`config.mk`:
```
export PLATFORM = sky130hd
export DESIGN_NAME = sorted_two_way_merge
export DESIGN_NICKNAME = d
export VERILOG_FILES = /design/src/hdl/stwm_pkg.sv /design/src/hdl/stwm_ram.sv /design/src/hdl/stwm_pick.sv /design/src/hdl/sorted_two_way_merge.sv
export VERILOG_INCLUDE_DIRS = /design/src /design/src/hdl
export SDC_FILE = /design/constraint.sdc
export NUM_CORES = 2
export LEC_CHECK = 0
export BUFFER_PORTS_ARGS = -buffer_cell sky130_fd_sc_hd__buf_4
export CORE_ASPECT_RATIO = 0.9
export CORE_MARGIN = 3
export CORE_UTILIZATION = 53
export CTS_CLUSTER_DIAMETER = 100
export DETAILED_ROUTE_END_ITERATION = 6
export PLACE_DENSITY_LB_ADDON = 0.3
export SYNTH_ARGS = -nofsm -noshare
export SYNTH_HDL_FRONTEND = slang
export SYNTH_SLANG_ARGS = --single-unit
```
`constraint.sdc`:
```
create_clock -name clk -period 7.5 [get_ports clk]
set_clock_uncertainty 0.15 [all_clocks]
set_input_delay 0.75 -clock clk [delete_from_list [all_inputs] [get_ports clk]]
set_output_delay 0.75 -clock clk [all_outputs]
set_load 0.02 [all_outputs]
```
`src/hdl/assert_macros.svh`:
```
// assertion macros shared by the merge block
`ifndef ASSERT_MACROS_SVH
`define ASSERT_MACROS_SVH

// clocked check, suspended while reset is held
`define STWM_ASSERT(label, prop, msg) \
  label: assert property (@(posedge clk) disable iff (!rst_n) prop) else $error(msg);

// clocked check that also holds during reset
`define STWM_ASSERT_ALWAYS(label, prop, msg) \
  label: assert property (@(posedge clk) prop) else $error(msg);

`endif

```
`src/hdl/stwm_pkg.sv`:
```
// package with types and constants of the two-way merge block
`timescale 1ns / 1ps

package stwm_pkg;

  // element width
  localparam int VALUE_W = 32;

  // default queue depth per list
  localparam int QUEUE_DEPTH_DEF = 32;

  // results emitted per input transaction at most
  localparam int MAX_RESULTS = 32;
  localparam int RES_CNT_W   = $clog2(MAX_RESULTS + 1);

  // queue status seen by the compare unit
  typedef struct packed {
    logic nz_a;
    logic nz_b;
    logic ended_a;
    logic ended_b;
  } qstat_t;

  // decision of the compare unit
  typedef struct packed {
    logic take;
    logic take_a;
  } pick_t;

endpackage

```
`src/hdl/stwm_ram.sv`:
```
// generic single-write, single-read ram with registered read data
`timescale 1ns / 1ps

module stwm_ram #(
  parameter int WIDTH = 32,
  parameter int DEPTH = 32
) (
  input  logic                     clk,
  input  logic                     we,
  input  logic [$clog2(DEPTH)-1:0] waddr,
  input  logic [WIDTH-1:0]         wdata,
  input  logic [$clog2(DEPTH)-1:0] raddr,
  output logic [WIDTH-1:0]         rdata
);

  logic [WIDTH-1:0] mem [DEPTH];

  // write port
  always_ff @(posedge clk) begin
    if (we) begin
      mem[waddr] <= wdata;
    end
  end

  // registered read port
  always_ff @(posedge clk) begin
    rdata <= mem[raddr];
  end

endmodule

```
`src/hdl/stwm_pick.sv`:
```
// compare unit: picks which queue head goes out next
`timescale 1ns / 1ps

module stwm_pick (
  input  stwm_pkg::qstat_t                   st,
  input  logic signed [stwm_pkg::VALUE_W-1:0] head_a,
  input  logic signed [stwm_pkg::VALUE_W-1:0] head_b,
  output stwm_pkg::pick_t                    pk
);

  logic a_le_b;

  // signed compare, list a wins a tie
  assign a_le_b = (head_a <= head_b);

  // emit only when the choice is safe
  always_comb begin
    pk.take   = 1'b0;
    pk.take_a = 1'b0;
    if (st.nz_a && st.nz_b) begin
      pk.take   = 1'b1;
      pk.take_a = a_le_b;
    end else if (st.nz_a && st.ended_b) begin
      pk.take   = 1'b1;
      pk.take_a = 1'b1;
    end else if (st.nz_b && st.ended_a) begin
      pk.take   = 1'b1;
      pk.take_a = 1'b0;
    end
  end

endmodule

```
`src/hdl/sorted_two_way_merge.sv`:
```
// top level: sequencer, queue rams and compare unit of the two-way merge
// an accepted transaction that causes no result returns to ready after fetch and compare
// each result passes through its steps in order, plus any output stall
// (head fetch from the queue ram, compare and load, output handshake)
// no new input transaction is taken until the current one has emitted all its results,
// up to 32 results
// reset is synchronous, active low; queue contents stay undefined, no clearing pass
`timescale 1ns / 1ps
`include "assert_macros.svh"

module sorted_two_way_merge #(
  parameter int QUEUE_DEPTH = stwm_pkg::QUEUE_DEPTH_DEF
) (
  input  logic                                clk,
  input  logic                                rst_n,
  input  logic                                in_valid,
  output logic                                in_ready,
  input  logic signed [stwm_pkg::VALUE_W-1:0] in_value,
  input  logic                                in_list_id,
  input  logic                                in_is_end,
  output logic                                out_valid,
  input  logic                                out_ready,
  output logic signed [stwm_pkg::VALUE_W-1:0] out_merged_value,
  output logic                                out_has_value,
  output logic                                out_is_last,
  output logic                                out_overflow
);

  localparam int AW = $clog2(QUEUE_DEPTH);
  localparam int CW = $clog2(QUEUE_DEPTH + 1);
  localparam int SW = CW + 1;
  localparam int VW = stwm_pkg::VALUE_W;
  localparam int RW = stwm_pkg::RES_CNT_W;

  localparam logic [CW-1:0] DEPTH_C  = CW'(QUEUE_DEPTH);
  localparam logic [SW-1:0] DEPTH_S  = SW'(QUEUE_DEPTH);
  localparam logic [AW-1:0] HEAD_MAX = AW'(QUEUE_DEPTH - 1);
  localparam logic [RW-1:0] RES_MAX  = RW'(stwm_pkg::MAX_RESULTS);
  localparam logic [CW-1:0] CNT_ONE  = CW'(1);
  localparam logic [RW-1:0] RES_ONE  = RW'(1);

  localparam logic [1:0] S_IDLE  = 2'd0;
  localparam logic [1:0] S_FETCH = 2'd1;
  localparam logic [1:0] S_EMIT  = 2'd2;
  localparam logic [1:0] S_OUT   = 2'd3;

  logic [1:0]    state_r, state_nxt;
  logic [CW-1:0] cnt_a_r, cnt_a_nxt, cnt_b_r, cnt_b_nxt;
  logic [AW-1:0] head_a_r, head_a_nxt, head_b_r, head_b_nxt;
  logic          end_a_r, end_a_nxt, end_b_r, end_b_nxt;
  logic          drop_r, drop_nxt;
  logic          fin_r, fin_nxt;
  logic [RW-1:0] res_cnt_r, res_cnt_nxt;

  logic signed [VW-1:0] val_r, val_nxt;
  logic                 has_r, has_nxt;
  logic                 last_r, last_nxt;
  logic                 ovf_r, ovf_nxt;

  logic          we_a, we_b;
  logic [SW-1:0] wsum_a, wsum_b;
  logic [AW-1:0] waddr_a, waddr_b;
  logic [VW-1:0] rd_a, rd_b;
  logic          emit_last;

  stwm_pkg::qstat_t st;
  stwm_pkg::pick_t  pk;

  // tail address: head plus count, wrapped once
  always_comb begin
    wsum_a = SW'(head_a_r) + SW'(cnt_a_r);
    wsum_b = SW'(head_b_r) + SW'(cnt_b_r);
    if (wsum_a >= DEPTH_S) begin
      wsum_a = wsum_a - DEPTH_S;
    end
    if (wsum_b >= DEPTH_S) begin
      wsum_b = wsum_b - DEPTH_S;
    end
    waddr_a = wsum_a[AW-1:0];
    waddr_b = wsum_b[AW-1:0];
  end

  // queue storage, read at the head position
  stwm_ram #(.WIDTH(VW), .DEPTH(QUEUE_DEPTH)) u_ram_a (
    .clk   (clk),
    .we    (we_a),
    .waddr (waddr_a),
    .wdata (in_value),
    .raddr (head_a_r),
    .rdata (rd_a)
  );

  stwm_ram #(.WIDTH(VW), .DEPTH(QUEUE_DEPTH)) u_ram_b (
    .clk   (clk),
    .we    (we_b),
    .waddr (waddr_b),
    .wdata (in_value),
    .raddr (head_b_r),
    .rdata (rd_b)
  );

  // shared compare unit
  assign st.nz_a    = (cnt_a_r != '0);
  assign st.nz_b    = (cnt_b_r != '0);
  assign st.ended_a = end_a_r;
  assign st.ended_b = end_b_r;

  stwm_pick u_pick (
    .st     (st),
    .head_a ($signed(rd_a)),
    .head_b ($signed(rd_b)),
    .pk     (pk)
  );

  // popped element closes the run when both lists ended and nothing else waits
  assign emit_last = end_a_r && end_b_r &&
                     (pk.take_a ? (cnt_a_r == CNT_ONE && cnt_b_r == '0)
                                : (cnt_b_r == CNT_ONE && cnt_a_r == '0));

  // sequencer
  always_comb begin
    state_nxt   = state_r;
    cnt_a_nxt   = cnt_a_r;
    cnt_b_nxt   = cnt_b_r;
    head_a_nxt  = head_a_r;
    head_b_nxt  = head_b_r;
    end_a_nxt   = end_a_r;
    end_b_nxt   = end_b_r;
    drop_nxt    = drop_r;
    fin_nxt     = fin_r;
    res_cnt_nxt = res_cnt_r;
    val_nxt     = val_r;
    has_nxt     = has_r;
    last_nxt    = last_r;
    ovf_nxt     = ovf_r;
    we_a        = 1'b0;
    we_b        = 1'b0;
    case (state_r)
      // take one transaction: push or end marker
      S_IDLE: begin
        if (in_valid) begin
          drop_nxt    = 1'b0;
          fin_nxt     = 1'b0;
          res_cnt_nxt = '0;
          if (in_is_end) begin
            if (!in_list_id) begin
              end_a_nxt = 1'b1;
            end else begin
              end_b_nxt = 1'b1;
            end
          end else if (!in_list_id) begin
            if (end_a_r || cnt_a_r >= DEPTH_C) begin
              drop_nxt = 1'b1;
            end else begin
              we_a      = 1'b1;
              cnt_a_nxt = cnt_a_r + CNT_ONE;
            end
          end else begin
            if (end_b_r || cnt_b_r >= DEPTH_C) begin
              drop_nxt = 1'b1;
            end else begin
              we_b      = 1'b1;
              cnt_b_nxt = cnt_b_r + CNT_ONE;
            end
          end
          state_nxt = S_FETCH;
        end
      end
      // ram reads the current heads
      S_FETCH: begin
        state_nxt = S_EMIT;
      end
      // compare heads and load one result, an empty end or drop result, or go idle
      S_EMIT: begin
        if (pk.take && res_cnt_r < RES_MAX) begin
          val_nxt     = pk.take_a ? $signed(rd_a) : $signed(rd_b);
          has_nxt     = 1'b1;
          last_nxt    = emit_last;
          ovf_nxt     = drop_r && (res_cnt_r == '0);
          res_cnt_nxt = res_cnt_r + RES_ONE;
          if (pk.take_a) begin
            cnt_a_nxt  = cnt_a_r - CNT_ONE;
            head_a_nxt = (head_a_r == HEAD_MAX) ? '0 : head_a_r + AW'(1);
          end else begin
            cnt_b_nxt  = cnt_b_r - CNT_ONE;
            head_b_nxt = (head_b_r == HEAD_MAX) ? '0 : head_b_r + AW'(1);
          end
          if (emit_last) begin
            end_a_nxt  = 1'b0;
            end_b_nxt  = 1'b0;
            head_a_nxt = '0;
            head_b_nxt = '0;
            fin_nxt    = 1'b1;
          end
          state_nxt = S_OUT;
        end else if (end_a_r && end_b_r && cnt_a_r == '0 && cnt_b_r == '0) begin
          // empty end result
          val_nxt     = '0;
          has_nxt     = 1'b0;
          last_nxt    = 1'b1;
          ovf_nxt     = drop_r;
          res_cnt_nxt = res_cnt_r + RES_ONE;
          end_a_nxt   = 1'b0;
          end_b_nxt   = 1'b0;
          head_a_nxt  = '0;
          head_b_nxt  = '0;
          fin_nxt     = 1'b1;
          state_nxt   = S_OUT;
        end else if (drop_r && res_cnt_r == '0) begin
          // dropped push with nothing to emit
          val_nxt     = '0;
          has_nxt     = 1'b0;
          last_nxt    = 1'b0;
          ovf_nxt     = 1'b1;
          res_cnt_nxt = res_cnt_r + RES_ONE;
          fin_nxt     = 1'b1;
          state_nxt   = S_OUT;
        end else begin
          state_nxt = S_IDLE;
        end
      end
      // hold the result until taken
      S_OUT: begin
        if (out_ready) begin
          state_nxt = fin_r ? S_IDLE : S_FETCH;
        end
      end
      default: begin
        state_nxt = S_IDLE;
      end
    endcase
  end

  // control registers
  always_ff @(posedge clk) begin
    if (!rst_n) begin
      state_r   <= S_IDLE;
      cnt_a_r   <= '0;
      cnt_b_r   <= '0;
      head_a_r  <= '0;
      head_b_r  <= '0;
      end_a_r   <= 1'b0;
      end_b_r   <= 1'b0;
      drop_r    <= 1'b0;
      fin_r     <= 1'b0;
      res_cnt_r <= '0;
    end else begin
      state_r   <= state_nxt;
      cnt_a_r   <= cnt_a_nxt;
      cnt_b_r   <= cnt_b_nxt;
      head_a_r  <= head_a_nxt;
      head_b_r  <= head_b_nxt;
      end_a_r   <= end_a_nxt;
      end_b_r   <= end_b_nxt;
      drop_r    <= drop_nxt;
      fin_r     <= fin_nxt;
      res_cnt_r <= res_cnt_nxt;
    end
  end

  // result payload register
  always_ff @(posedge clk) begin
    val_r  <= val_nxt;
    has_r  <= has_nxt;
    last_r <= last_nxt;
    ovf_r  <= ovf_nxt;
  end

  // ports
  assign in_ready         = (state_r == S_IDLE);
  assign out_valid        = (state_r == S_OUT);
  assign out_merged_value = val_r;
  assign out_has_value    = has_r;
  assign out_is_last      = last_r;
  assign out_overflow     = ovf_r;

  // checks
  `STWM_ASSERT(a_cnt_bound, (cnt_a_r <= DEPTH_C && cnt_b_r <= DEPTH_C), "queue count above depth")
  `STWM_ASSERT(a_one_side, (!(in_ready && out_valid)), "input and output active together")
  `STWM_ASSERT(a_last_clears, ((out_valid && out_ready && out_is_last) |=> (!end_a_r && !end_b_r && head_a_r == '0 && head_b_r == '0)), "run state kept after last result")
  `STWM_ASSERT(a_ovf_first, ((out_valid && out_overflow) |-> (res_cnt_r == RES_ONE && drop_r)), "overflow flagged past first result")

endmodule
```
==> summary.md <==
| Metric | Value |
|---|---|
| Status | `finished with violations` |
| Failing checks | `capacitance limit, slew limit` |
| Via Count | `just under 40k` |
| Syn Area/Cell | `23.0 um2` |
| CTS buffer count | `approximately 200` |
| Internal power | `a little under 20 mW` |
| Number of fill cells | `~11k` |
| Worst path max stage delay | `1.09 ns` |
| Die W | `~430 um` |
| First-pass DRT Iterations | `6` |
| Logic pwr share | `approximately 1.3%` |
| Crit path max-delay family | `simple AND/OR/NAND/NOR gates` |
| CP max-delay cell | `nor4_1` |
| Multiplexer share of the synthesized area | `18.2%` |
| 1st-iter DRT viols | `roughly 5.6k` |
| Largest net degree at the start of global routing | `roughly 140` |
| Top-count cell post-synth | `edfxtp_1` |
| Maximum VDD drop | `roughly 0.00018 V` |
| Core Area | `156000 um2` |
| Post-synth top cells | `2083 x edfxtp_1, 640 x mux4_2, 128 x nand2_1, 110 x clkbuf_1, 98 x dfxtp_1` |
| Clk slew on worst S/H paths | `0.07 ns` |
| Hold Buf Count CTS | `0` |
| Share of the synthesized area in the top cell type | `74.7%` |
| Final Hold Viols | `0` |
| Root Driver | `clkbuf_16` |
| Main combinational cell family by area after synthesis | `multiplexers` |
| Post-route cell area | `~94000 um2` |
| RSZ-0062 raised after global routing | `no` |
| Post-CTS Resized | `0` |
| Post-synth EDFFs | `2083` |
| Area after DPL | `roughly 90000 um2` |
| Initial Utilization | `between 50 and 60%` |
| GRT overflow | `0` |
| Post-Synth Adder-Cell Area | `less than 1%` |
| WL final | `between 150000 and 200000 um` |
| R2r worst-path depth | `9` |
| Switching power total | `around 4.7 mW` |
| Worst Path Buf+Inv | `1` |
| Clk sinks | `between 2k and 2.5k` |
| Total track usage | `between 20% and 30%` |
| Synth Register Bits | `2181` |
| Max Clk Rate | `roughly 0.21 GHz` |
| Static Leak | `about 29 nW` |
| Synth warn | `0` |
| Share of layout cells above drive strength 1 | `a little under a third` |
| Max-slew headroom | `-1.16%` |
| Post-synth ARST share | `0%` |
| Clock power share | `about 43%` |
| Clk_lat worst skew | `about 0.81 ns` |
| Final GP Congestion | `approximately 0.8` |
| Pre-CTS setup slack | `between 2 and 3 ns` |
| Mapped Cells | `between 3k and 4k` |
| IO Count | `75` |
| Most common flop cell mapped by yosys | `edfxtp_1` |
| Slew @ Worst Pin | `roughly 1.5 ns` |
| Sequential Area | `between 60000 and 70000 um2` |
| Worst Hold Class | `input pin to flip-flop` |
| Sequential Power Share | `55.5%` |
| Rows | `roughly 140` |
| Most area-hungry cell type in the Yosys netlist | `edfxtp_1` |
| Wire length per cell | `32.4 um` |
| Mapped cell area | `~84000 um2` |
| H-tree Lvls | `4` |
| Period utilization | `between 60% and 70%` |
| Post-DRT Antenna Nets | `0` |
| Worst-case clock buffer depth | `3` |
| Critical path startpoint category | `flip-flop` |
| Core Util, Final | `between 60% and 70%` |
| Synth cell types | `63` |
| CTS tree | `yes` |
| Register area share after synthesis | `between 70% and 80%` |
| Syn Nets | `between 3k and 4k` |
| Worst EP arrival | `roughly 5.3 ns` |
| Data required, critical path | `between 8 and 9 ns` |
| Area of the die | `roughly 160000 um2` |
| Synth Area in Compound Gates | `less than 1%` |
| Setup tns final | `0 ns` |
| Pwr Density | `about 260 nW/um2` |
| Min Tclk post-route | `4.73 ns` |
| Hold depth | `4` |
| Port bufs | `74` |
| Synth area leaders | `edfxtp_1 75%, mux4_2 17%, dfxtp_1 2.3%` |
| Area of the multi-input gates | `18800 um2` |
| Final WS setup | `approximately 2.8 ns` |
| # Post-CTS Setup Buffers | `0` |
| Worst Setup End Kind | `flip-flop` |
| Vias in the first global route | `38.9k` |
| Area Overhead vs Synth | `12.5%` |
| Final max-slew violation count | `1` |
| Synth Area in Simple Gates | `approximately 1.7%` |
| Die height | `about 380 um` |
| CP Cell Sequence | `inv_1, ha_1, nand4_1, nor4_1, a21oi_1, a31oi_2, nand2_2, a311o_1, a31oi_1` |
| Crit-path max FO | `around 40` |
| Final setup fails | `0` |
| Setup CP Type | `flip-flop to flip-flop` |
| Stages on worst setup path | `9` |
| First-pass GRT wire length | `284000 um` |
| Net Sw Frac | `19.5%` |
| DP HPWL | `101000 um` |
| Synth Area in XOR/XNOR | `less than 1%` |
| Initial antenna violation count | `0` |
| Final #Nets | `approximately 4k` |
| Via density | `~6.5` |
| DR DRC count | `0` |
| Hold WS | `0.0921 ns` |
| Max_cap viols | `1` |
## cell families (layout without fill, tap and decap cells)
family	Yosys count	after routing
compound gates	129	129
xor+xnor	19	19
fa+ha+maj	56	56
buf+inv	224	588
flops	2181	2181
mux	713	713
other cells	0	5
simple gates	317	317
## worst reg2reg max path, stage by stage, from the launching register on
cell and delay (ns):
dfxtp_1 0.45, inv_1 0.07, ha_1 0.31, nand4_1 0.28
nor4_1 1.09, a21oi_1 0.36, a31oi_2 0.51, nand2_2 0.68
a311o_1 0.59, a31oi_1 0.16
## cells in the final DEF, fill, tap and decap left out, types with 33 or more instances in the layout
cell,instances
a21oi_1,72
buf_4,152
clkbuf_1,37
clkbuf_16,208
clkinv_1,40
clkinv_2,44
dfxtp_1,88
edfxtp_1,2083
ha_1,54
inv_1,46
mux2_2,65
mux4_2,640
nand2_1,127
nor2_1,33
nor2_4,64
## power by group through the flow
stage,Combinational (mW),Clock (mW),Sequential [mW]
final,0.312,10.4,13.4
after detailed placement,0.314,0,13.6
after floorplan,0.0911,0,13.6
after global routing,0.344,11.1,13.4
after global placement,0.301,0,13.6
after CTS,0.314,10.6,13.4
## sequential cells by signal, indices dropped and copies added (netlist names)
| name | count |
|---|---|
| u_ram_a.rdata | 32 |
| cnt_a_r | 6 |
| state_r | 2 |
| head_b_r | 5 |
| cnt_b_r | 6 |
| out_has_value | 1 |
| out_overflow | 1 |
| drop_r | 1 |
| fin_r | 1 |
| head_a_r | 5 |
| u_ram_a.mem | 1024 |
| out_merged_value | 32 |
| u_ram_b.rdata | 32 |
| u_ram_b.mem | 1024 |
| out_is_last | 1 |
| end_a_r | 1 |
| res_cnt_r | 6 |
| end_b_r | 1 |
## stage by stage
stage | cells | total power [mW]
6_report | 6093 | 24.1
5_1_grt | 6088 | 24.8
4_1_cts | 6088 | 24.3
3_5_place_dp | 5704 | 13.9
3_3_place_gp | 5704 | 13.9
2_1_floorplan | 3639 | 13.7
## final cells by class
| cell class | count | share of cell area (%) |
|---|---|---|
| Timing Repair Buffer | 158 | 1.34 |
| Sequential cell | 2181 | 68.5 |
| Tap cell | 2085 | 2.77 |
| Antenna cell | 5 | 0.0133 |
| Inverter | 46 | 0.183 |
| Clock inverter | 130 | 1.39 |
| Multi-Input combinational cell | 1234 | 20.0 |
| Clock buffer | 254 | 5.80 |
## final timing paths
check	startpoint	end	slack (ns)
setup / recovery	u_ram_b.rdata[15]	cnt_b_r[1]	2.77
hold / removal	out_ready	state_r[0]	0.09
setup reg to reg	u_ram_b.rdata[15]	cnt_b_r[1]	2.77
hold reg to reg	fin_r	fin_r	0.35
## layer usage
| metal | part of all wire (%) | up-vias | global-route usage, % |
|---|---|---|---|
| met5 | 0 | - | 0 |
| met4 | 2.6 | 0 | 6.83 |
| met3 | 11 | 296 | 5.89 |
| met2 | 46 | 2246 | 36.1 |
| met1 | 41 | 21106 | 37.6 |
| li1 | - | 15751 | - |
Note: power is estimated with default switching activity, not from simulation.
